### src/hdl/gpma_pkg.sv
`default_nettype none

package gpma_pkg;

  localparam int unsigned LatW     = 31;
  localparam int unsigned LonW     = 32;
  localparam int unsigned AgeW     = 16;
  localparam int unsigned WinLenW  = 6;
  localparam int unsigned CfgIdxW  = 2;
  localparam int unsigned CfgDataW = 16;

  // Command queue between the front and the back.
  localparam int unsigned CmdDepth = 2;
  // Queue entries, the item in the back and the output register.
  localparam int unsigned MaxOutstanding = CmdDepth + 2;

  localparam logic [WinLenW-1:0] WindowLengthReset = 6'd5;
  localparam logic [AgeW-1:0]    MaxFixAgeReset    = 16'd2000;

  typedef enum logic [CfgIdxW-1:0] {
    CfgWindowLength = 2'd0,
    CfgMaxFixAge    = 2'd1
  } cfg_idx_e;

  typedef struct packed {
    logic signed [LatW-1:0] sample_lat;
    logic signed [LonW-1:0] sample_lon;
    logic                   location_valid;
    logic [AgeW-1:0]        fix_age_ms;
  } gpma_in_t;

  typedef struct packed {
    logic signed [LatW-1:0] filtered_lat;
    logic signed [LonW-1:0] filtered_lon;
    logic                   fix_ok;
  } gpma_out_t;

  typedef struct packed {
    logic [LatW-1:0] lat;
    logic [LonW-1:0] lon;
    logic            take;
  } gpma_cmd_t;

  typedef struct packed {
    logic               clear;
    logic [WinLenW-1:0] window_length;
  } gpma_ctl_t;

endpackage

`default_nettype wire

### src/hdl/gps_position_moving_average.sv
// Channel   | Direction | Handshake          | Beat
// ----------+-----------+--------------------+-----------------------------------------
// samples   | in        | push / full        | in_i: lat, lon, valid flag, fix age
// results   | out       | pop / empty        | out_o: averaged lat, lon, fix flag
// config    | in        | cfg_valid/cfg_ready| cfg_index_i, cfg_data_i
//
// An accepted sample steps through fetch, update, start, divide and done, the divide
// set by the two bit-serial dividers that run one quotient bit per cycle; a rejected
// sample goes from idle to done. Reset is asynchronous and clears the sums, counters
// and held averages; the ring memory is not cleared since it is always filled before
// use. A two-entry command queue lets samples arrive while the back end is dividing,
// and a finished result waits in an output register without blocking the divide.
`default_nettype none

module gps_position_moving_average #(
  parameter int unsigned MAX_WINDOW = 20
) (
  input  logic                            clk_i,
  input  logic                            rst_ni,
  input  logic                            push,
  output logic                            full,
  input  gpma_pkg::gpma_in_t              in_i,
  output logic                            empty,
  input  logic                            pop,
  output gpma_pkg::gpma_out_t             out_o,
  input  logic                            cfg_valid_i,
  output logic                            cfg_ready_o,
  input  logic [gpma_pkg::CfgIdxW-1:0]    cfg_index_i,
  input  logic [gpma_pkg::CfgDataW-1:0]   cfg_data_i
);
  import gpma_pkg::*;

  logic [WinLenW-1:0] window_q, window_d;
  logic [AgeW-1:0]    max_age_q, max_age_d;
  logic               cfg_write;
  gpma_ctl_t          ctl;
  logic               cmd_valid, cmd_pop;
  gpma_cmd_t          cmd;

  assign cfg_ready_o = 1'b1;
  assign cfg_write   = cfg_valid_i && cfg_ready_o;

  always_comb begin
    window_d  = window_q;
    max_age_d = max_age_q;
    if (cfg_write && (cfg_index_i == CfgWindowLength)) begin
      window_d = cfg_data_i[WinLenW-1:0];
    end
    if (cfg_write && (cfg_index_i == CfgMaxFixAge)) begin
      max_age_d = cfg_data_i[AgeW-1:0];
    end
  end

  always_ff @(posedge clk_i or negedge rst_ni) begin
    if (!rst_ni) begin
      window_q  <= WindowLengthReset;
      max_age_q <= MaxFixAgeReset;
    end else begin
      window_q  <= window_d;
      max_age_q <= max_age_d;
    end
  end

  assign ctl.clear         = cfg_write && (cfg_index_i == CfgWindowLength);
  assign ctl.window_length = window_q;

  gpma_front u_front (
    .clk_i         (clk_i),
    .rst_ni        (rst_ni),
    .push_i        (push),
    .full_o        (full),
    .in_i          (in_i),
    .max_fix_age_i (max_age_q),
    .cmd_valid_o   (cmd_valid),
    .cmd_pop_i     (cmd_pop),
    .cmd_o         (cmd)
  );

  gpma_back #(
    .MAX_WINDOW (MAX_WINDOW)
  ) u_back (
    .clk_i       (clk_i),
    .rst_ni      (rst_ni),
    .ctl_i       (ctl),
    .cmd_valid_i (cmd_valid),
    .cmd_pop_o   (cmd_pop),
    .cmd_i       (cmd),
    .empty_o     (empty),
    .pop_i       (pop),
    .out_o       (out_o)
  );

endmodule

`default_nettype wire

### src/hdl/gpma_front.sv
`default_nettype none

module gpma_front (
  input  logic                          clk_i,
  input  logic                          rst_ni,
  input  logic                          push_i,
  output logic                          full_o,
  input  gpma_pkg::gpma_in_t            in_i,
  input  logic [gpma_pkg::AgeW-1:0]     max_fix_age_i,
  output logic                          cmd_valid_o,
  input  logic                          cmd_pop_i,
  output gpma_pkg::gpma_cmd_t           cmd_o
);
  import gpma_pkg::*;

  localparam int unsigned PtrW = (CmdDepth > 1) ? $clog2(CmdDepth) : 1;
  localparam int unsigned CntW = $clog2(CmdDepth + 1);
  localparam logic [PtrW-1:0] LastPtr = PtrW'(CmdDepth - 1);

  gpma_cmd_t       slots_q [CmdDepth];
  gpma_cmd_t       entry;
  logic [PtrW-1:0] wr_ptr_q, wr_ptr_d, rd_ptr_q, rd_ptr_d;
  logic [CntW-1:0] count_q, count_d;
  logic            do_push, do_pop;

  // A sample is classified here: it enters the filter only when the
  // receiver flags it valid and the fix is younger than the limit.
  always_comb begin
    entry.lat  = in_i.sample_lat;
    entry.lon  = in_i.sample_lon;
    entry.take = in_i.location_valid && (in_i.fix_age_ms < max_fix_age_i);
  end

  assign full_o      = (count_q == CntW'(CmdDepth));
  assign cmd_valid_o = (count_q != '0);
  assign cmd_o       = slots_q[rd_ptr_q];
  assign do_push     = push_i && !full_o;
  assign do_pop      = cmd_pop_i && cmd_valid_o;

  always_comb begin
    wr_ptr_d = wr_ptr_q;
    rd_ptr_d = rd_ptr_q;
    count_d  = count_q;
    if (do_push) begin
      wr_ptr_d = (wr_ptr_q == LastPtr) ? '0 : wr_ptr_q + PtrW'(1);
    end
    if (do_pop) begin
      rd_ptr_d = (rd_ptr_q == LastPtr) ? '0 : rd_ptr_q + PtrW'(1);
    end
    if (do_push && !do_pop) begin
      count_d = count_q + CntW'(1);
    end else if (do_pop && !do_push) begin
      count_d = count_q - CntW'(1);
    end
  end

  always_ff @(posedge clk_i or negedge rst_ni) begin
    if (!rst_ni) begin
      wr_ptr_q <= '0;
      rd_ptr_q <= '0;
      count_q  <= '0;
    end else begin
      wr_ptr_q <= wr_ptr_d;
      rd_ptr_q <= rd_ptr_d;
      count_q  <= count_d;
    end
  end

  always_ff @(posedge clk_i) begin
    if (do_push) begin
      slots_q[wr_ptr_q] <= entry;
    end
  end

endmodule

`default_nettype wire

### src/hdl/gpma_div.sv
`default_nettype none

module gpma_div #(
  parameter int unsigned DvdW = 38,
  parameter int unsigned DvsW = 5
) (
  input  logic                   clk_i,
  input  logic                   rst_ni,
  input  logic                   start_i,
  input  logic signed [DvdW-1:0] dividend_i,
  input  logic [DvsW-1:0]        divisor_i,
  output logic                   busy_o,
  output logic signed [DvdW-1:0] quotient_o
);

  localparam int unsigned StepW = $clog2(DvdW + 1);

  logic [DvdW-1:0]  acc_q, acc_d;
  logic [DvsW-1:0]  rem_q, rem_d, dvs_q, dvs_d;
  logic             neg_q, neg_d;
  logic [StepW-1:0] step_q, step_d;
  logic [DvsW:0]    trial;
  logic [DvsW:0]    diff;

  // Restoring division on the magnitude, one quotient bit per cycle; the
  // sign is put back at the end so the quotient truncates toward zero.
  assign trial = {rem_q, acc_q[DvdW-1]};
  assign diff  = trial - {1'b0, dvs_q};

  always_comb begin
    acc_d  = acc_q;
    rem_d  = rem_q;
    dvs_d  = dvs_q;
    neg_d  = neg_q;
    step_d = step_q;
    if (start_i) begin
      neg_d  = dividend_i[DvdW-1];
      acc_d  = dividend_i[DvdW-1] ? (~dividend_i) + DvdW'(1) : dividend_i;
      rem_d  = '0;
      dvs_d  = divisor_i;
      step_d = StepW'(DvdW);
    end else if (step_q != '0) begin
      if (trial >= {1'b0, dvs_q}) begin
        rem_d = diff[DvsW-1:0];
        acc_d = {acc_q[DvdW-2:0], 1'b1};
      end else begin
        rem_d = trial[DvsW-1:0];
        acc_d = {acc_q[DvdW-2:0], 1'b0};
      end
      step_d = step_q - StepW'(1);
    end
  end

  always_ff @(posedge clk_i or negedge rst_ni) begin
    if (!rst_ni) begin
      step_q <= '0;
    end else begin
      step_q <= step_d;
    end
  end

  always_ff @(posedge clk_i) begin
    acc_q <= acc_d;
    rem_q <= rem_d;
    dvs_q <= dvs_d;
    neg_q <= neg_d;
  end

  assign busy_o     = (step_q != '0);
  assign quotient_o = neg_q ? signed'((~acc_q) + DvdW'(1)) : signed'(acc_q);

endmodule

`default_nettype wire

### src/hdl/gpma_back.sv
`default_nettype none

module gpma_back #(
  parameter int unsigned MAX_WINDOW = 20
) (
  input  logic                 clk_i,
  input  logic                 rst_ni,
  input  gpma_pkg::gpma_ctl_t  ctl_i,
  input  logic                 cmd_valid_i,
  output logic                 cmd_pop_o,
  input  gpma_pkg::gpma_cmd_t  cmd_i,
  output logic                 empty_o,
  input  logic                 pop_i,
  output gpma_pkg::gpma_out_t  out_o
);
  import gpma_pkg::*;

  localparam int unsigned CntW   = $clog2(MAX_WINDOW + 1);
  localparam int unsigned SlotW  = (MAX_WINDOW > 1) ? $clog2(MAX_WINDOW) : 1;
  localparam int unsigned SumW   = LonW + CntW + 1;
  localparam int unsigned EntryW = LatW + LonW;
  localparam int unsigned WideW  = WinLenW + 1;
  localparam logic [WideW-1:0] MaxWinWide = WideW'(MAX_WINDOW);

  typedef enum logic [5:0] {
    StIdle   = 6'b000001,
    StFetch  = 6'b000010,
    StUpdate = 6'b000100,
    StStart  = 6'b001000,
    StDivide = 6'b010000,
    StDone   = 6'b100000
  } state_e;

  state_e           state_q, state_d;
  gpma_cmd_t        cmd_q, cmd_d;
  logic [CntW-1:0]  fill_q, fill_d;
  logic [SlotW-1:0] slot_q, slot_d;
  logic             full_q, full_d;
  logic [SumW-1:0]  lat_sum_q, lat_sum_d, lon_sum_q, lon_sum_d;
  logic [LatW-1:0]  held_lat_q, held_lat_d;
  logic [LonW-1:0]  held_lon_q, held_lon_d;
  gpma_out_t        out_q, out_d;
  logic             out_valid_q, out_valid_d;

  logic [EntryW-1:0] ring_mem [MAX_WINDOW];
  logic [EntryW-1:0] ring_rd_q;
  logic              ring_access;

  logic [WideW-1:0]       win_len_wide, win_wide;
  logic [CntW-1:0]        win;
  logic [SlotW-1:0]       slot_use, slot_next;
  logic [CntW-1:0]        next_ext;
  logic                   div_start, lat_busy, lon_busy;
  logic signed [SumW-1:0] lat_quot, lon_quot;

  // Effective window: the register clamped to one through the maximum.
  always_comb begin
    win_len_wide = {1'b0, ctl_i.window_length};
    if (win_len_wide == '0) begin
      win_wide = WideW'(1);
    end else if (win_len_wide > MaxWinWide) begin
      win_wide = MaxWinWide;
    end else begin
      win_wide = win_len_wide;
    end
    win = CntW'(win_wide);
  end

  // A write pointer left beyond a shrunken window restarts at slot zero.
  always_comb begin
    slot_use  = (CntW'(slot_q) >= win) ? '0 : slot_q;
    next_ext  = CntW'(slot_use) + CntW'(1);
    slot_next = (next_ext >= win) ? '0 : SlotW'(next_ext);
  end

  assign ring_access = (state_q == StFetch);

  always_ff @(posedge clk_i) begin
    if (ring_access) begin
      ring_mem[slot_use] <= {cmd_q.lat, cmd_q.lon};
      ring_rd_q          <= ring_mem[slot_use];
    end
  end

  always_comb begin
    state_d     = state_q;
    cmd_d       = cmd_q;
    fill_d      = fill_q;
    slot_d      = slot_q;
    full_d      = full_q;
    lat_sum_d   = lat_sum_q;
    lon_sum_d   = lon_sum_q;
    held_lat_d  = held_lat_q;
    held_lon_d  = held_lon_q;
    out_d       = out_q;
    out_valid_d = out_valid_q && !pop_i;
    cmd_pop_o   = 1'b0;
    div_start   = 1'b0;

    case (state_q)
      StIdle: begin
        if (cmd_valid_i) begin
          cmd_pop_o = 1'b1;
          cmd_d     = cmd_i;
          state_d   = cmd_i.take ? StFetch : StDone;
        end
      end
      StFetch: begin
        full_d    = !(fill_q < win);
        fill_d    = (fill_q < win) ? fill_q + CntW'(1) : fill_q;
        slot_d    = slot_next;
        lat_sum_d = lat_sum_q + {{(SumW-LatW){cmd_q.lat[LatW-1]}}, cmd_q.lat};
        lon_sum_d = lon_sum_q + {{(SumW-LonW){cmd_q.lon[LonW-1]}}, cmd_q.lon};
        state_d   = StUpdate;
      end
      StUpdate: begin
        // With the window full, the sample being overwritten leaves the sums.
        if (full_q) begin
          lat_sum_d = lat_sum_q
                    - {{(SumW-LatW){ring_rd_q[EntryW-1]}}, ring_rd_q[EntryW-1:LonW]};
          lon_sum_d = lon_sum_q
                    - {{(SumW-LonW){ring_rd_q[LonW-1]}}, ring_rd_q[LonW-1:0]};
        end
        state_d = StStart;
      end
      StStart: begin
        div_start = 1'b1;
        state_d   = StDivide;
      end
      StDivide: begin
        if (!lat_busy && !lon_busy) begin
          held_lat_d = lat_quot[LatW-1:0];
          held_lon_d = lon_quot[LonW-1:0];
          state_d    = StDone;
        end
      end
      StDone: begin
        if (!out_valid_q || pop_i) begin
          out_d.filtered_lat = held_lat_q;
          out_d.filtered_lon = held_lon_q;
          out_d.fix_ok       = cmd_q.take;
          out_valid_d        = 1'b1;
          state_d            = StIdle;
        end
      end
      default: begin
        state_d = StIdle;
      end
    endcase

    // A window write empties the filter but keeps the held averages.
    if (ctl_i.clear) begin
      fill_d    = '0;
      slot_d    = '0;
      lat_sum_d = '0;
      lon_sum_d = '0;
    end
  end

  always_ff @(posedge clk_i or negedge rst_ni) begin
    if (!rst_ni) begin
      state_q     <= StIdle;
      fill_q      <= '0;
      slot_q      <= '0;
      full_q      <= 1'b0;
      lat_sum_q   <= '0;
      lon_sum_q   <= '0;
      held_lat_q  <= '0;
      held_lon_q  <= '0;
      out_valid_q <= 1'b0;
    end else begin
      state_q     <= state_d;
      fill_q      <= fill_d;
      slot_q      <= slot_d;
      full_q      <= full_d;
      lat_sum_q   <= lat_sum_d;
      lon_sum_q   <= lon_sum_d;
      held_lat_q  <= held_lat_d;
      held_lon_q  <= held_lon_d;
      out_valid_q <= out_valid_d;
    end
  end

  always_ff @(posedge clk_i) begin
    cmd_q <= cmd_d;
    out_q <= out_d;
  end

  gpma_div #(
    .DvdW (SumW),
    .DvsW (CntW)
  ) u_lat_div (
    .clk_i      (clk_i),
    .rst_ni     (rst_ni),
    .start_i    (div_start),
    .dividend_i (signed'(lat_sum_q)),
    .divisor_i  (fill_q),
    .busy_o     (lat_busy),
    .quotient_o (lat_quot)
  );

  gpma_div #(
    .DvdW (SumW),
    .DvsW (CntW)
  ) u_lon_div (
    .clk_i      (clk_i),
    .rst_ni     (rst_ni),
    .start_i    (div_start),
    .dividend_i (signed'(lon_sum_q)),
    .divisor_i  (fill_q),
    .busy_o     (lon_busy),
    .quotient_o (lon_quot)
  );

  assign empty_o = !out_valid_q;
  assign out_o   = out_q;

endmodule

`default_nettype wire

### config.mk
export PLATFORM = sky130hd
export DESIGN_NAME = gps_position_moving_average
export DESIGN_NICKNAME = d
export VERILOG_FILES = /design/src/hdl/gpma_pkg.sv /design/src/hdl/gps_position_moving_average.sv /design/src/hdl/gpma_front.sv /design/src/hdl/gpma_div.sv /design/src/hdl/gpma_back.sv
export SDC_FILE = /design/constraint.sdc
export NUM_CORES = 2
export LEC_CHECK = 0
export ABC_AREA = 1
export ABC_CLOCK_PERIOD_IN_PS = 7300
export BUFFER_PORTS_ARGS = -buffer_cell sky130_fd_sc_hd__clkbuf_2
export CORE_MARGIN = 4
export CORE_UTILIZATION = 45
export DETAILED_ROUTE_END_ITERATION = 8
export SLEW_MARGIN = 20
export SYNTH_ARGS = -nofsm -noshare
export SYNTH_HDL_FRONTEND = slang
export SYNTH_SLANG_ARGS = --single-unit
export TNS_END_PERCENT = 1
### constraint.sdc
create_clock -name clk_i -period 7.3 [get_ports clk_i]
set_input_delay 0 -clock clk_i [delete_from_list [all_inputs] [get_ports clk_i]]
set_output_delay 0 -clock clk_i [all_outputs]
set_load 0.05 [all_outputs]
==> results.ini <==
[outcome]
status=complete, no violations

[die]
io_pins=170
die_area_um2=199400
die_h_um=446.6
rows=160
coreArea_um2=190800
start_util_pct=45.37
die_w_um=446.6

[clocking]
cts_post_setup_buffers_inserted=0
insertion_delay_ps=860
cts_inserted_buffers=195
root_buffer=clkbuf_16
clkSlewWorstSetupHoldPaths_ps=60
cts_max_path_buffers=3
cts_sinks=1867
cts_tree=done
htreeDepth=4

[place]
routabilityCongestion=0.8963
portBuffers=168
post-dp-hpwl_um=143700
dp_cells=11460

[cells_and_area]
multiInputGateArea_um2=26260
fin_nets=9556
final_cells=12000
area_growth_pct=14.18
final_util_pct=51.80
num-fill-cells=17020
drive_gt1_share_pct=6.991
seqCellArea_um2=55010

[route]
drt-initial-drc-count=6385
drc_errors=0
routed_wl_um=239500
first_pass_iters=6
vias_per_cell=5.232
wl_per_cell_um=19.96
met2_length_um=112000
top_layer=met5
vias=62760
drt-met1-wl_um=106100
ant_nets=0
wl_met3_um=15310

[global_routing]
antenna_found_initial=7
grt_pass1_wl_um=364400
grt_pass1_vias=60520
track_usage_pct=23.75
grt_max_degree=187
gr-total-overflow=0

[logic_synthesis]
synthArstFlopShare_pct=10.44
syn_area_per_cell_um2=9.619
synth-seq-cells=1867
synthTopCellsByCount=nand2_1, edfxtp_1, nor2_1, inv_1, o21ai_0
synth_top_area_share_pct=57.66
yosysTopAreaCell=edfxtp_1
synth-main-ff-cell=edfxtp_1
ys_warn_count=0
synth_edf_count=1662
seq_area_frac_synth_pct=63.54
synthesis.nets=9232
syn_inst=8998
synth_cell_types=51
synth_area_um2=86560
synth_area_leaders=edfxtp_1, nand2_1, dfrtp_1
synth.most_common_cell=nand2_1

[timing]
fin_crit_ps=5731
max_freq_mhz=174.5
slew_violations=0
worst_clock_skew_ps=66.40
finalCritPeriodShare_pct=78.51
rsz0062_at_grt=no
finalHoldViolations=0
tightest_slew_ps=1300
relSlewSlack_pct=12.40
holdWs_ps=77.65
setup_violations=0
setup_tns_ps=0

[power_and_ir_drop]
p_per_area_nw_per_um2=389.2
fin_total_pwr_mw=38.47
cellLeakagePower_nw=41.89
irDropWorstVdd_uv=345.5

[hold_path]
hp-class=primary input to register
holdPathStages=5

[critical_path]
path_buf_inv=3
worstSetupPathDepth=16
worstPathCellList=nor2_1 > a31oi_1 > o21ai_0 > ha_1 > inv_1 > nand2_1 > nand2_1 > nand2_1 > nand2_8 > nand2_1 > nor2_1 > nand2_1 > nor2_4 > inv_1 > nor2_4 > buf_4
crit_path_max_fanout=77
crit_arrival_ps=6230
critPathRequiredTime_ps=7800
startpoint_type=register
path_delay_family=simple AND/OR/NAND/NOR gates
crit_path_end_kind=register
ff2ff_path_depth=16
path_common_cell=nand2_1
slowest_stage=nor2_4
max_stage_delay_ps=780
worstSetupPathType=register to register

[job]
drv_cap=0

-- tightest hold or removal path, delay by kind of cell --
| kind | cells | cell delay, ps |
|---|---|---|
| buf+inv | 3 | 720 |
| compound gates | 1 | 70 |
| simple gates | 1 | 50 |
-- cell type report --
class	instances	share of cell area, %
repair buffers	491	4.041
diodes	2	0.005064
clock inverters	106	1.219
inverters	1085	4.123
multi-input cells	5682	26.57
clock buffers	252	5.206
well taps	2511	3.179
flip-flops and latches	1867	55.66
-- routing by layer --
layer | up-vias | GRT usage [%]
met2 | 2089 | 38.83
met1 | 29820 | 33.48
met3 | 387 | 3.002
met5 | - | 0
li1 | 30460 | -
met4 | 2 | 6.712
-- cell families (layout without fill, tap and decap cells) --
group	count (synthesis)	in the layout	synth area share (%)
AO/OA/AOI/OAI	1077	1077	6.456
XOR/XNOR	127	127	1.285
adder cells (fa/ha/maj)	131	131	1.928
buffers and inverters	1449	1934	6.418
flip-flops	1867	1867	63.54
other	1	3	0.004332
AND/OR/NAND/NOR	4346	4346	20.37
-- flip-flops by register name, summed over array words and instances (netlist names), 32 cells and up --
register and cells:
u_back.cmd_q 64, u_back.u_lat_div.acc_q 38, u_back.lon_sum_q 38, u_back.out_o 64, u_back.held_lon_q 32, u_back.u_lon_div.acc_q 38, u_back.lat_sum_q 38, u_back.ring_mem 1260
u_front.slots_q 128, u_back.ring_rd_q 63
-- path summary, 6_finish.rpt --
kind	from	to	slack [ps]
max	window_q[5]	u_back.ring_mem[10][4]	1570
min	pop	u_back.state_q[5]	80
max reg2reg	window_q[5]	u_back.ring_mem[10][4]	1570
min reg2reg	u_back.cmd_q[0]	u_back.out_o[0]	430
max in group asynchronous	rst_ni	u_back.held_lon_q[30]	6110
min in group asynchronous	rst_ni	window_q[0]	360
-- report_power, final --
| part | internal (mW) | switching [mW] | leakage, nW |
|---|---|---|---|
| logic | 3.77 | 9.77 | 21.1 |
| clock network | 5.58 | 4.27 | 3.05 |
| registers | 14.1 | 0.941 | 17.8 |
| total | 23.5 | 15.0 | 41.9 |
-- placed cells by master (no fill, tap or decap), types with 7 or more instances in the layout --
master,synthesis,final
nand3b_1,9,9
clkbuf_16,0,196
inv_1,1077,1075
nor2_4,2,28
xor2_1,111,111
ha_1,127,127
o22ai_1,20,20
o21bai_1,12,12
buf_12,0,21
nor2_1,1234,1210
dfrtp_1,186,184
dfxtp_1,10,10
clkinvlp_4,0,8
clkinv_1,3,38
nand3_1,477,475
o21ai_1,18,23
xnor2_1,16,16
dfstp_2,9,9
or2_2,18,18
clkbuf_1,236,53
a22oi_1,8,8
edfxtp_1,1662,1662
nand2_1,2330,2328
buf_4,1,127
clkinv_16,0,9
a31oi_1,13,13
nor3_1,63,63
dlygate4sd3_1,0,174
bufinv_16,0,16
o21ai_0,750,745
o31ai_1,13,13
o211ai_1,7,7
a21oi_1,219,218
clkinv_2,0,30
nor4_1,16,16
clkbuf_2,0,167
nand4_1,179,179
-- timing repair --
item / 4_1_cts / 5_1_grt
hold buffers: 175 / 0
endpoints found under the setup margin: 0 / 0
endpoints found under the hold margin: 356 / 0
gates resized for setup: 0 / 0
-- stage by stage --
step                      setup slack [ps]  cell area [µm²]
after detailed placement              1564            90700
after global routing                  1214            98830
after global placement                1551            90700
after CTS                             1570            98820
after floorplan                       1510            86560
final                                 1569            98830
No activity file was read; power rests on OpenSTA's default activity.
